--- src/hdl/tba_pkg.sv ---
// Constants, codes and types of the tracked bump allocator.
package tba_pkg;

   localparam int unsigned POOL_BYTES  = 1048576;
   localparam int unsigned ENTRY_BYTES = 24;
   localparam int unsigned MAX_ENTRIES = 256;

   localparam int unsigned SLOT_W = $clog2(MAX_ENTRIES);
   localparam int unsigned SIZE_W = 21;
   localparam int unsigned TGT_W  = 20;
   localparam int unsigned OFFS_W = 21;
   localparam int unsigned SUM_W  = 22;
   localparam int unsigned RES_W  = SUM_W + 1;

   localparam logic [1:0] OP_ALLOC = 2'd0;
   localparam logic [1:0] OP_FREE  = 2'd1;
   localparam logic [1:0] OP_CLEAR = 2'd2;

   localparam logic [1:0] STS_OK        = 2'd0;
   localparam logic [1:0] STS_EXHAUSTED = 2'd1;
   localparam logic [1:0] STS_UNTRACKED = 2'd2;
   localparam logic [1:0] STS_UNKNOWN   = 2'd3;

   typedef struct packed {
      logic [OFFS_W-1:0] addr;
      logic [SIZE_W-1:0] size;
   } entry_type;

   typedef struct packed {
      logic             sub;
      logic [SUM_W-1:0] a;
      logic [SUM_W-1:0] b;
   } alu_req_type;

   typedef struct packed {
      logic      valid;
      entry_type entry;
   } probe_type;

endpackage

--- src/hdl/tba_match.sv ---
// Entry compare unit: picks the largest live entry at the target address.
module tba_match
   import tba_pkg::*;
(
   input  probe_type         probe,
   input  logic [TGT_W-1:0]  target,
   input  logic              hit_found,
   input  logic [SIZE_W-1:0] best_size,
   output logic              take
);

   logic addr_eq;

   // full-width compare: an entry at the pool end never matches
   assign addr_eq = (probe.entry.addr == {1'b0, target});
   assign take    = probe.valid && addr_eq &&
                    (!hit_found || (probe.entry.size > best_size));

endmodule

--- config.mk ---
export PLATFORM = sky130hd
export DESIGN_NAME = tba_match
export DESIGN_NICKNAME = d
export VERILOG_FILES = /design/src/hdl/tba_pkg.sv /design/src/hdl/tba_match.sv
export SDC_FILE = /design/constraint.sdc
export NUM_CORES = 1
export LEC_CHECK = 0
export BUFFER_PORTS_ARGS = -buffer_cell sky130_fd_sc_hd__buf_4
export CAP_MARGIN = 25
export CORE_MARGIN = 2
export CORE_UTILIZATION = 39
export DETAILED_ROUTE_END_ITERATION = 16
export PLACE_DENSITY = 0.9
export SYNTH_ARGS = -nofsm -noshare
export SYNTH_HDL_FRONTEND = slang
export SYNTH_SLANG_ARGS = --single-unit
--- constraint.sdc ---
create_clock -name vclk -period 2.8
set_clock_uncertainty 0.05 [all_clocks]
set_input_delay 0.28 -clock vclk [all_inputs]
set_output_delay 0.28 -clock vclk [all_outputs]
set_load 0.005 [all_outputs]
==> key figures <==
Final layout
  • Leading cell types in the layout, fill and taps excluded: sky130_fd_sc_hd__buf_4 (86), sky130_fd_sc_hd__inv_1 (22), sky130_fd_sc_hd__ha_1 (21)
  • Ratio of cells with drive above 1 in the final layout: 0.476
  • Post-layout net count: 297
  • Count of clock-net buffers in the final layout: 0
  • Layout overhead on the synthesized area: 88.1%
  • Inserted Diodes: 0
  • Post-layout utilization of the core: 0.763
  • Sequential cell count of the final layout: 0
  • Register Area: 0 um^2
  • Most common cell after layout, fill and taps aside: sky130_fd_sc_hd__buf_4
  • Fin area: 1450 um^2

Synthesis
  • YS warnings: 0
  • Largest cells by area after synthesis: sky130_fd_sc_hd__ha_1 (34%), sky130_fd_sc_hd__xor2_1 (14%), sky130_fd_sc_hd__inv_1 (11%)
  • Share of synthesized area occupied by flip-flops and latches: 0
  • Average instance area after synthesis: 7.48 um^2
  • Top cell type's share of synthesized area: 0.341
  • Post-synth top area cell: sky130_fd_sc_hd__ha_1
  • Post-synthesis instance total: 103
  • Post-synth cell types: 23
  • Total standard cell area after synthesis: 771 um^2
  • Synthesized net count: 209

Timing
  • Setup Viol. Count Final: 0
  • Worst path setup slack after routing: 0.837 ns
  • Worst Tran Pin Value: 0.412 ns
  • Final period demand of the worst path: 1.96 ns
  • Crit share post-route: 0.701
  • Relative slew slack: 0.723
  • Final slew viol count: 0
  • Maximum frequency from static timing analysis: 509 MHz
  • Unrepaired setup endpoints after global routing: no
  • Final-layout setup total negative slack: 0 ns
  • Final hold violation count: 0

Routing
  • DRT iter0 DRCs: 5
  • Post-DRT Antenna Nets: 0
  • Vias after detailed routing: 1038
  • Total routed wirelength: 2980 um
  • Vias per Instance: 4.81
  • DRC: 0
  • Post-DR wirelength/cell: 13.8 um
  • Number of iterations in the first detailed-routing pass: 4

Die
  • Core outline area: 1900 um^2
  • Width of the chip: 48.5 um
  • Num ports: 86
  • Starting density of the core: 0.405
  • Vertical extent of the die: 48.5 um
  • Number of placement rows: 16
  • Die Outline Area: 2350 um^2

Placed design
  • HPWL reported at the end of detailed placement: 2750 um
  • Input/output buffers: 86
  • Total placed instance area: 1450 um^2
  • Final weighted congestion of routability-driven global placement: 0.814
  • Worst setup slack after placement: 0.858 ns

Worst hold path
  • Destination of the worst hold path: take
  • Worst hold path cell count: 5
  • Kind of path behind the tightest hold check: input pin to primary output
  • Worst Hold Launch: probe[41]

Power
  • Power density cells: 131 nW/um^2
  • Part of the total power dissipated in sequential elements: 0
  • Worst-case vdd ir drop: 0.0000788 V
  • Pwr Total: 0.190 mW
  • Clock network fraction of design power: 0
  • Cell internal power dissipation: 0.120 mW
  • Net switching power of the design: 0.0701 mW
  • Combinational fraction of design power: 1.000
  • Share of total power consumed by net switching: 0.370
  • Cell leakage power: 0.826 nW

Global routing
  • Global routing usage summed across all routing layers: 0.276
  • Largest net degree at the start of global routing: 4
  • Antenna violations before repair: 0
  • Global-route wire length before repair: 5200 um
  • Number of global-route vias before repair: 1144
  • GRT Residual Overflow: 0

Worst setup path
  • Launching element of the worst setup path: probe[16]
  • Nature of the critical path startpoint: input pin
  • Type of the setup path with the least slack: input pin to primary output
  • Arrival time of data at the critical path endpoint: 1.63 ns
  • Worst Path Max Fanout: 3
  • Critical Path Sink Type: primary output
  • Worst path required time: 2.47 ns

Outcome
  • Outcome: finished clean

Run
  • Count of maximum capacitance violations: 0

CTS
  • Number of buffers inserted by post-CTS setup repair: 0
  • Hold-fix buffers at CTS: 0
  • Number of gates resized after cts: 0
layout make-up:
| class | instances | area, um^2 |
|---|---|---|
| multi-input cells | 81 | 688 |
| repair buffers | 86 | 646 |
| fillers | 144 | 452 |
| inverters | 22 | 82.6 |
| well taps | 27 | 33.8 |
synth_stat cells:
master                     number
sky130_fd_sc_hd__a21o_1         1
sky130_fd_sc_hd__a21oi_1        8
sky130_fd_sc_hd__a221oi_1       1
sky130_fd_sc_hd__a311oi_1       1
sky130_fd_sc_hd__and3_1         1
sky130_fd_sc_hd__ha_1          21
sky130_fd_sc_hd__inv_1         22
sky130_fd_sc_hd__nand2_1        4
sky130_fd_sc_hd__nand2b_1       1
sky130_fd_sc_hd__nand3_1        4
sky130_fd_sc_hd__nand4_1        6
sky130_fd_sc_hd__nor2_1         2
sky130_fd_sc_hd__nor3_2         1
sky130_fd_sc_hd__nor4_1         2
sky130_fd_sc_hd__nor4_2         1
sky130_fd_sc_hd__nor4b_2        1
sky130_fd_sc_hd__o211ai_1       1
sky130_fd_sc_hd__o21a_1         1
sky130_fd_sc_hd__o21ai_0        2
sky130_fd_sc_hd__o21bai_2       1
sky130_fd_sc_hd__o22ai_1        1
sky130_fd_sc_hd__xnor2_1        8
sky130_fd_sc_hd__xor2_1        12
power by group through the flow:
| stage | registers, mW | logic [mW] | clock network (mW) |
|---|---|---|---|
| finish | 0 | 0.190 | 0 |
| floorplan | 0 | 0.0758 | 0 |
| global placement | 0 | 0.180 | 0 |
| CTS | 0 | 0.191 | 0 |
| global route | 0 | 0.213 | 0 |
| detailed placement | 0 | 0.190 | 0 |
kinds of logic after synthesis:
kind of cell	Yosys count	share of synthesized area
fa+ha+maj	21	0.341
simple gates	23	0.185
compound gates	17	0.140
xor+xnor	20	0.227
buf+inv	22	0.107
stage by stage:
stage | hold slack, ns | std cells
after CTS | 0.891 | 216
final | 0.887 | 216
after global routing | 0.914 | 216
after detailed placement | 0.891 | 216
after global placement | 0.881 | 216
after floorplan | 0.629 | 103
routing by layer:
metal  global-route usage  vias up  wire (um)  part of all wire
li1                     -      531          -                 -
met1                0.316      440       1150              0.39
met2                0.512       57       1470              0.49
met3               0.0463       10        221             0.074
met4                0.100        0        141             0.047
met5                    0        -          0                 0
critical path: stages:
cell and delay (ns):
sky130_fd_sc_hd__buf_4 0.11, sky130_fd_sc_hd__ha_1 0.31, sky130_fd_sc_hd__nand4_1 0.15, sky130_fd_sc_hd__nor3_2 0.24, sky130_fd_sc_hd__a221oi_1 0.12, sky130_fd_sc_hd__a311oi_1 0.27, sky130_fd_sc_hd__buf_4 0.16
worst max path at each step:
stage                     cells past startpoint  slack, ns  endpoint
after floorplan                               6       1.13      take
after global placement                        7       0.87      take
after detailed placement                      7       0.86      take
after CTS                                     7       0.85      take
after global routing                          8       0.72      take
final                                         7       0.84      take
Power figures use the tool's default switching activity.
