**src/hdl/tba_pkg.sv**
```systemverilog
// Constants, codes and types of the tracked bump allocator.
package tba_pkg;

   localparam int unsigned POOL_BYTES  = 1048576;
   localparam int unsigned ENTRY_BYTES = 24;
   localparam int unsigned MAX_ENTRIES = 256;

   localparam int unsigned SLOT_W = $clog2(MAX_ENTRIES);
   localparam int unsigned SIZE_W = 21;
   localparam int unsigned TGT_W  = 20;
   localparam int unsigned OFFS_W = 21;
   localparam int unsigned SUM_W  = 22;
   localparam int unsigned RES_W  = SUM_W + 1;

   localparam logic [1:0] OP_ALLOC = 2'd0;
   localparam logic [1:0] OP_FREE  = 2'd1;
   localparam logic [1:0] OP_CLEAR = 2'd2;

   localparam logic [1:0] STS_OK        = 2'd0;
   localparam logic [1:0] STS_EXHAUSTED = 2'd1;
   localparam logic [1:0] STS_UNTRACKED = 2'd2;
   localparam logic [1:0] STS_UNKNOWN   = 2'd3;

   typedef struct packed {
      logic [OFFS_W-1:0] addr;
      logic [SIZE_W-1:0] size;
   } entry_type;

   typedef struct packed {
      logic             sub;
      logic [SUM_W-1:0] a;
      logic [SUM_W-1:0] b;
   } alu_req_type;

   typedef struct packed {
      logic      valid;
      entry_type entry;
   } probe_type;

endpackage

```
**src/hdl/tba_alu.sv**
```systemverilog
// Shared add/subtract unit for pointer, limit and total arithmetic.
module tba_alu
   import tba_pkg::*;
(
   input  alu_req_type      req,
   output logic [RES_W-1:0] res
);

   always_comb begin
      if (req.sub) begin
         res = {1'b0, req.a} - {1'b0, req.b};
      end else begin
         res = {1'b0, req.a} + {1'b0, req.b};
      end
   end

endmodule

```
**config.mk**
```make
export PLATFORM = sky130hd
export DESIGN_NAME = tba_alu
export DESIGN_NICKNAME = d
export VERILOG_FILES = /design/src/hdl/tba_pkg.sv /design/src/hdl/tba_alu.sv
export SDC_FILE = /design/constraint.sdc
export NUM_CORES = 1
export LEC_CHECK = 0
export BUFFER_PORTS_ARGS = -buffer_cell sky130_fd_sc_hd__buf_4
export CAP_MARGIN = 40
export CORE_MARGIN = 8
export CORE_UTILIZATION = 43
export DETAILED_ROUTE_END_ITERATION = 10
export PLACE_DENSITY = 0.79
export RECOVER_POWER = 50
export SLEW_MARGIN = 20
export SYNTH_ARGS = -nofsm -noshare
export SYNTH_HDL_FRONTEND = slang
export SYNTH_SLANG_ARGS = --single-unit
```
**constraint.sdc**
```tcl
create_clock -name vclk -period 3.8
set_clock_uncertainty 0.2 [all_clocks]
set_input_delay 0 -clock vclk [all_inputs]
set_output_delay 0 -clock vclk [all_outputs]
set_load 0.01 [all_outputs]
```
==> results of run 1 <==
per-layer routing:
layer  up-vias  track usage  part of all wire
li1        973            -                 -
met1       830        0.176              0.45
met2        53        0.281              0.50
met3         4       0.0173             0.040
met4         0       0.0396            0.0083
met5         -            0                 0
worst max-delay path: cells and delay by family:
kind,cells,cell delay (ps)
buf+inv,2,270
simple gates,3,1100
xor+xnor,2,280
compound gates,6,1200
fa+ha+maj,1,400
per-stage QoR:
| step | util | cells | power (mW) | hold WS, ps |
|---|---|---|---|---|
| after floorplan | - | 233 | 0.337 | -41.9 |
| after global placement | 0.595 | 343 | 0.549 | 164 |
| after detailed placement | 0.595 | 343 | 0.558 | 166 |
| after CTS | 0.595 | 343 | 0.559 | 166 |
| after global routing | 0.582 | 343 | 0.586 | 201 |
| final | 0.582 | 343 | 0.530 | 155 |
where the power goes:
| group | switching (mW) | internal [mW] | total [mW] |
|---|---|---|---|
| sequential | 0 | 0 | 0 |
| clock | 0 | 0 | 0 |
| combinational | 0.277 | 0.253 | 0.530 |
cells by family after synthesis:
| logic type | share of synthesized area |
|---|---|
| xor+xnor | 0.205 |
| mux | 0.0185 |
| buf+inv | 0.0400 |
| simple gates | 0.288 |
| compound gates | 0.259 |
| fa+ha+maj | 0.189 |
final cells by class:
| type | instances | area (sq um) |
|---|---|---|
| tap | 48 | 60.1 |
| inverter | 10 | 37.5 |
| fill | 388 | 1530 |
| timing repair buffer | 69 | 484 |
| multi-input combinational | 216 | 1550 |
how the worst min path moves through the flow:
stage	to	slack (ps)
after global routing	res[0]	200
after global placement	res[1]	160
final	res[0]	160
after CTS	res[1]	170
after detailed placement	res[1]	170
after floorplan	res[0]	-40
cell usage in the layout, fill, tap and decap left out, types with 4 or more instances in the layout:
master,n
inv_1,10
o21ai_0,7
a21oi_1,23
nor2b_1,5
xnor2_1,30
or3_1,4
o21ai_1,8
clkbuf_1,9
nand3_1,6
xor2_1,8
ha_1,23
a31oi_1,4
nor3_1,6
buf_4,60
nor2_1,26
nand2_1,14
nand2b_1,4
nand4_1,4
==> metrics.txt, run 1 <==
# TYPE chip_impl_metric gauge
chip_impl_info{name="outcome",value="completed"} 1
chip_impl_metric{name="relSlewSlack",unit=""} 0.764
chip_impl_metric{name="seq_cells",unit=""} 0
chip_impl_metric{name="cts_post_setup_buffers_inserted",unit=""} 0
chip_impl_metric{name="die_h",unit="um"} 77.5
chip_impl_metric{name="syn-instance-count",unit=""} 233
chip_impl_metric{name="starting_utilization_of_the_core_area",unit=""} 0.444
chip_impl_metric{name="placed_area",unit="sq mm"} 0.00218
chip_impl_info{name="criticalPathCategory",value="in2out"} 1
chip_impl_metric{name="placement.io_buffers",unit=""} 68
chip_impl_metric{name="min_period",unit="ps"} 3460
chip_impl_metric{name="drc",unit=""} 0
chip_impl_metric{name="grt_overflow_total",unit=""} 0
chip_impl_metric{name="setup-violations-final",unit=""} 0
chip_impl_metric{name="post-synth-top-area-fraction",unit=""} 0.177
chip_impl_metric{name="number_of_antenna_violations_at_the_first_check_in_global_routing",unit=""} 0
chip_impl_metric{name="cp_slowest_stage_delay",unit="ps"} 560
chip_impl_info{name="cp-endpoint",value="res[21]"} 1
chip_impl_metric{name="drive_above_1_share",unit=""} 0.234
chip_impl_info{name="setup_repair_after_global_routing_missed_its_margin",value="false"} 1
chip_impl_metric{name="max_freq",unit="MHz"} 289
chip_impl_metric{name="ys_warn_count",unit=""} 0
chip_impl_metric{name="synth.yosys.seq_area_share",unit=""} 0
chip_impl_metric{name="number_of_global_route_vias_before_repair",unit=""} 1992
chip_impl_metric{name="router_iterations_before_antenna_repair",unit=""} 4
chip_impl_metric{name="required",unit="ps"} 3600
chip_impl_metric{name="area_of_the_mapped_netlist",unit="sq mm"} 0.00163
chip_impl_info{name="synth_top_area_cell",value="ha_1"} 1
chip_impl_metric{name="max_cap_viol_count",unit=""} 0
chip_impl_metric{name="tns",unit="ps"} 0
chip_impl_metric{name="area.growth.synth_to_final",unit="%"} 31.1
chip_impl_metric{name="final_design_area_no_fill",unit="sq mm"} 0.00213
chip_impl_metric{name="vdd_ir_drop_max",unit="uV"} 103
chip_impl_metric{name="number_of_nets_produced_by_synthesis",unit=""} 302
chip_impl_metric{name="fp-row-count",unit=""} 22
chip_impl_info{name="critical_path.endpoint_type",value="output pin"} 1
chip_impl_metric{name="die_area",unit="sq mm"} 0.00601
chip_impl_metric{name="ff_latch_area",unit="sq um"} 0
chip_impl_metric{name="post-route-period-util",unit=""} 0.911
chip_impl_metric{name="p_per_area",unit="mW/mm^2"} 248
chip_impl_metric{name="cp_max_fo",unit=""} 11
chip_impl_info{name="cp-startpoint",value="req[6]"} 1
chip_impl_metric{name="synth.distinct_cells",unit=""} 52
chip_impl_metric{name="cp_data_arrival_time",unit="ps"} 3260
chip_impl_metric{name="wire_length_of_the_first_global_routing_pass",unit="um"} 8140
chip_impl_metric{name="gpl.final_weighted_congestion",unit=""} 0.901
chip_impl_metric{name="place_ws",unit="ps"} 257
chip_impl_info{name="setup.worst_path.start_class",value="input port"} 1
chip_impl_metric{name="timing_hold_violations_final",unit=""} 0
chip_impl_metric{name="syn_avg_cell_area",unit="sq um"} 6.98
chip_impl_info{name="yosys.cell_count.top_type",value="xnor2_1"} 1
chip_impl_metric{name="worst-slew-pin-transition",unit="ps"} 353
chip_impl_info{name="synth_top_cells_by_count",value="xnor2_1 (30), nor2_1 (26), a21oi_1 (23), ha_1 (23), nand2_1 (14)"} 1
chip_impl_metric{name="diode_count",unit=""} 0
chip_impl_metric{name="leakage",unit="nW"} 0.953
chip_impl_metric{name="fin_nets",unit=""} 366
chip_impl_metric{name="coreArea",unit="sq mm"} 0.00366
chip_impl_metric{name="slew_viol_final",unit=""} 0
chip_impl_metric{name="avgViaCountPerCell",unit=""} 5.42
chip_impl_metric{name="ioPinCount",unit=""} 68
chip_impl_metric{name="clockBufferCount",unit=""} 0
chip_impl_metric{name="route.vias.total",unit=""} 1860
chip_impl_metric{name="die_width",unit="um"} 77.5
chip_impl_info{name="hold_path.class",value="in2out"} 1
chip_impl_metric{name="routed_wire_length_per_instance",unit="um"} 14.0
chip_impl_metric{name="post_detail_place_hpwl",unit="um"} 4200
chip_impl_metric{name="pin_count_of_the_biggest_net_entering_global_routing",unit=""} 23
chip_impl_metric{name="post-route-worst-setup-slack",unit="ps"} 337
chip_impl_metric{name="postRouteWirelength",unit="um"} 4800
chip_impl_info{name="ys_top_cells_by_area",value="ha_1 (18%), xnor2_1 (16%), a21oi_1 (7.1%)"} 1
chip_impl_metric{name="globalRouteTotalUtil",unit=""} 0.151
chip_impl_info{name="critical_path_s_slowest_cell",value="or4_4"} 1
chip_impl_metric{name="number_of_nets_still_failing_antenna_checks_after_routing",unit=""} 0
chip_impl_metric{name="dr.first_iter.drc_count",unit=""} 132
chip_impl_metric{name="holdPathStages",unit=""} 4
chip_impl_metric{name="cts_resized",unit=""} 0
chip_impl_info{name="min-delay-start",value="req[0]"} 1
chip_impl_metric{name="cts.hold.buffers_added",unit=""} 0
chip_impl_info{name="worstPathCellList",value="buf_4 -> or4_4 -> nor3b_4 -> and3b_1 -> a21oi_1 -> xnor2_1 -> ha_1 -> a21oi_1 -> o21ai_0 -> a2111o_1 -> a31oi_1 -> o21ai_1 -> xor2_1 -> buf_4"} 1
No activity file was read; power rests on OpenSTA's default activity.
==> run 2, diff against run 1 <==
--- a/config.mk
+++ b/config.mk
@@ -5,12 +5,13 @@
 export SDC_FILE = /design/constraint.sdc
 export NUM_CORES = 1
 export LEC_CHECK = 0
+export ABC_AREA = 1
 export BUFFER_PORTS_ARGS = -buffer_cell sky130_fd_sc_hd__buf_4
 export CAP_MARGIN = 40
-export CORE_MARGIN = 8
+export CORE_MARGIN = 3
 export CORE_UTILIZATION = 43
 export DETAILED_ROUTE_END_ITERATION = 10
-export PLACE_DENSITY = 0.79
+export PLACE_DENSITY = 0.75
 export RECOVER_POWER = 50
 export SLEW_MARGIN = 20
 export SYNTH_ARGS = -nofsm -noshare
==> metrics.txt, run 2 <==
# TYPE chip_impl_metric gauge
chip_impl_info{name="outcome",value="completed"} 1
chip_impl_metric{name="timing_hold_violations_final",unit=""} 0
chip_impl_metric{name="number_of_nets_produced_by_synthesis",unit=""} 533
chip_impl_metric{name="min_period",unit="ps"} 2700
chip_impl_metric{name="wl_met3",unit="um"} 276
chip_impl_metric{name="max_freq",unit="MHz"} 371
chip_impl_metric{name="wire_length_of_the_first_global_routing_pass",unit="um"} 10600
chip_impl_metric{name="leakage",unit="nW"} 1.77
chip_impl_info{name="synth_top_cells_by_count",value="nand2_1 (187), inv_1 (101), nor2_1 (49)"} 1
chip_impl_info{name="hold_path.class",value="in2out"} 1
chip_impl_metric{name="vdd_ir_drop_max",unit="uV"} 72.8
chip_impl_metric{name="cp_data_arrival_time",unit="ps"} 2500
chip_impl_metric{name="multiInputGateArea",unit="sq mm"} 0.00182
chip_impl_metric{name="max_cap_viol_count",unit=""} 0
chip_impl_metric{name="gpl.final_weighted_congestion",unit=""} 0.877
chip_impl_metric{name="cts_post_setup_buffers_inserted",unit=""} 0
chip_impl_info{name="ys_top_cells_by_area",value="nand2_1 (32%), inv_1 (17%), ha_1 (13%)"} 1
chip_impl_metric{name="ff_latch_area",unit="sq um"} 0
chip_impl_metric{name="diode_count",unit=""} 0
chip_impl_metric{name="coreArea",unit="sq mm"} 0.00485
chip_impl_metric{name="area_of_the_mapped_netlist",unit="sq mm"} 0.00222
chip_impl_metric{name="cp_max_fo",unit=""} 4
chip_impl_metric{name="layoutNonFillerInstCount",unit=""} 597
chip_impl_metric{name="cts_resized",unit=""} 0
chip_impl_metric{name="die_h",unit="um"} 77.8
chip_impl_metric{name="fin_nets",unit=""} 601
chip_impl_metric{name="place_ws",unit="ps"} 1180
chip_impl_metric{name="fp-row-count",unit=""} 25
chip_impl_metric{name="area.growth.synth_to_final",unit="%"} 24.6
chip_impl_info{name="synth_top_area_cell",value="nand2_1"} 1
chip_impl_metric{name="post-route-worst-setup-slack",unit="ps"} 1100
chip_impl_metric{name="p_per_area",unit="mW/mm^2"} 204
chip_impl_info{name="final_cell_mix",value="nand2_1 (187), inv_1 (101), buf_4 (60)"} 1
chip_impl_metric{name="placed_area",unit="sq mm"} 0.00280
chip_impl_metric{name="die_width",unit="um"} 77.8
chip_impl_info{name="critical_path.endpoint_type",value="output pin"} 1
chip_impl_info{name="yosys.cell_count.top_type",value="nand2_1"} 1
chip_impl_metric{name="met1Wirelength",unit="um"} 3050
chip_impl_metric{name="post-synth-top-area-fraction",unit=""} 0.317
chip_impl_metric{name="ys_warn_count",unit=""} 0
chip_impl_metric{name="globalRouteTotalUtil",unit=""} 0.207
chip_impl_metric{name="dr.first_iter.drc_count",unit=""} 111
chip_impl_info{name="layout_commonest_cell",value="nand2_1"} 1
chip_impl_metric{name="post_detail_place_hpwl",unit="um"} 5830
chip_impl_metric{name="drive_above_1_share",unit=""} 0.125
chip_impl_metric{name="grt_overflow_total",unit=""} 0
chip_impl_info{name="setup_repair_after_global_routing_missed_its_margin",value="false"} 1
chip_impl_metric{name="post-route-period-util",unit=""} 0.709
chip_impl_metric{name="pin_count_of_the_biggest_net_entering_global_routing",unit=""} 21
chip_impl_metric{name="wl_met2",unit="um"} 2990
chip_impl_metric{name="slew_viol_final",unit=""} 0
chip_impl_metric{name="die_area",unit="sq mm"} 0.00605
chip_impl_metric{name="postRouteWirelength",unit="um"} 6380
chip_impl_info{name="criticalPathCategory",value="in2out"} 1
chip_impl_metric{name="avgViaCountPerCell",unit=""} 4.66
chip_impl_metric{name="router_iterations_before_antenna_repair",unit=""} 4
chip_impl_metric{name="tns",unit="ps"} 0
chip_impl_metric{name="number_of_nets_still_failing_antenna_checks_after_routing",unit=""} 0
chip_impl_metric{name="final_design_area_no_fill",unit="sq mm"} 0.00276
chip_impl_metric{name="route.vias.total",unit=""} 2782
chip_impl_metric{name="starting_utilization_of_the_core_area",unit=""} 0.457
chip_impl_metric{name="drc",unit=""} 0
chip_impl_metric{name="relSlewSlack",unit=""} 0.622
chip_impl_metric{name="number_of_antenna_violations_at_the_first_check_in_global_routing",unit=""} 0
chip_impl_metric{name="clockBufferCount",unit=""} 0
chip_impl_metric{name="routed_wire_length_per_instance",unit="um"} 10.7
chip_impl_metric{name="syn_avg_cell_area",unit="sq um"} 4.78
chip_impl_metric{name="ioPinCount",unit=""} 68
chip_impl_metric{name="fill_cells",unit=""} 557
chip_impl_metric{name="setup-violations-final",unit=""} 0
chip_impl_metric{name="synth.distinct_cells",unit=""} 24
chip_impl_metric{name="worst-slew-pin-transition",unit="ps"} 567
chip_impl_metric{name="seq_cells",unit=""} 0
chip_impl_info{name="setup.worst_path.start_class",value="input port"} 1
chip_impl_metric{name="syn-instance-count",unit=""} 464
chip_impl_metric{name="required",unit="ps"} 3600
chip_impl_metric{name="synth.yosys.seq_area_share",unit=""} 0
chip_impl_metric{name="placement.io_buffers",unit=""} 68
chip_impl_metric{name="number_of_global_route_vias_before_repair",unit=""} 2538
chip_impl_info{name="highest_layer_used_for_signal_routing",value="met4"} 1
chip_impl_metric{name="dpl.cell_count",unit=""} 597
chip_impl_metric{name="cts.hold.buffers_added",unit=""} 0
==> run 2: changes by cell type after synthesis, moves of 5 or more <==
cell,change
a21oi_1,-12
inv_1,+91
nand2_1,+173
nand3_1,+31
nor2_1,+23
nor2_2,+5
nor2b_1,-5
o21ai_0,-5
o21ai_1,-8
xnor2_1,-26
xor2_1,+12
==> run 2: final timing paths <==
check	from	end	cells after the start
hold / removal	req[0]	res[0]	4
setup / recovery	req[1]	res[16]	19
==> run 2: worst max-delay path, cell delays in order <==
cell and delay, ps:
buf_4 100, inv_1 100, ha_1 200, nand3_1 100, nor2_1 240, nand2_2 90, nand2_1 100, xnor2_1 150
inv_1 70, ha_1 350, nand2_1 150, inv_1 50, a21oi_1 270, nor2_1 80, nor2_1 130, nand2_1 70
nand2_1 50, nand2_1 50, buf_4 140
==> run 2: cell families (layout without fill, tap and decap cells) <==
family / count (synthesis) / after routing / share of synthesized area
adder cells (fa/ha/maj): 24 / 24 / 0.139
AND/OR/NAND/NOR: 294 / 294 / 0.543
AO/OA/AOI/OAI: 18 / 18 / 0.0463
buffers and inverters: 104 / 170 / 0.177
XOR/XNOR: 24 / 24 / 0.0948
==> run 2: metal layers <==
metal | up-vias | track usage
met5 | - | 0
met4 | 0 | 0.0231
met3 | 6 | 0.00580
met2 | 60 | 0.381
met1 | 1177 | 0.275
li1 | 1539 | -
==> run 2: report_power, final <==
group / internal (mW) / switching [mW]
combinational: 0.230 / 0.335
clock: 0 / 0
sequential: 0 / 0
total: 0.230 / 0.335
==> run 2: layout make-up <==
type               instances  area share
inverters                102       0.139
repair buffers            68       0.174
well taps                 67      0.0303
multi-input cells        360       0.657
==> run 2: per-stage QoR <==
stage                     utilization  hold slack [ps]  power (mW)
after global placement          0.578              169       0.580
after floorplan                     -            -41.9       0.364
after detailed placement        0.578              170       0.588
after global routing            0.570              186       0.640
final                           0.570              155       0.564
after CTS                       0.578              171       0.590
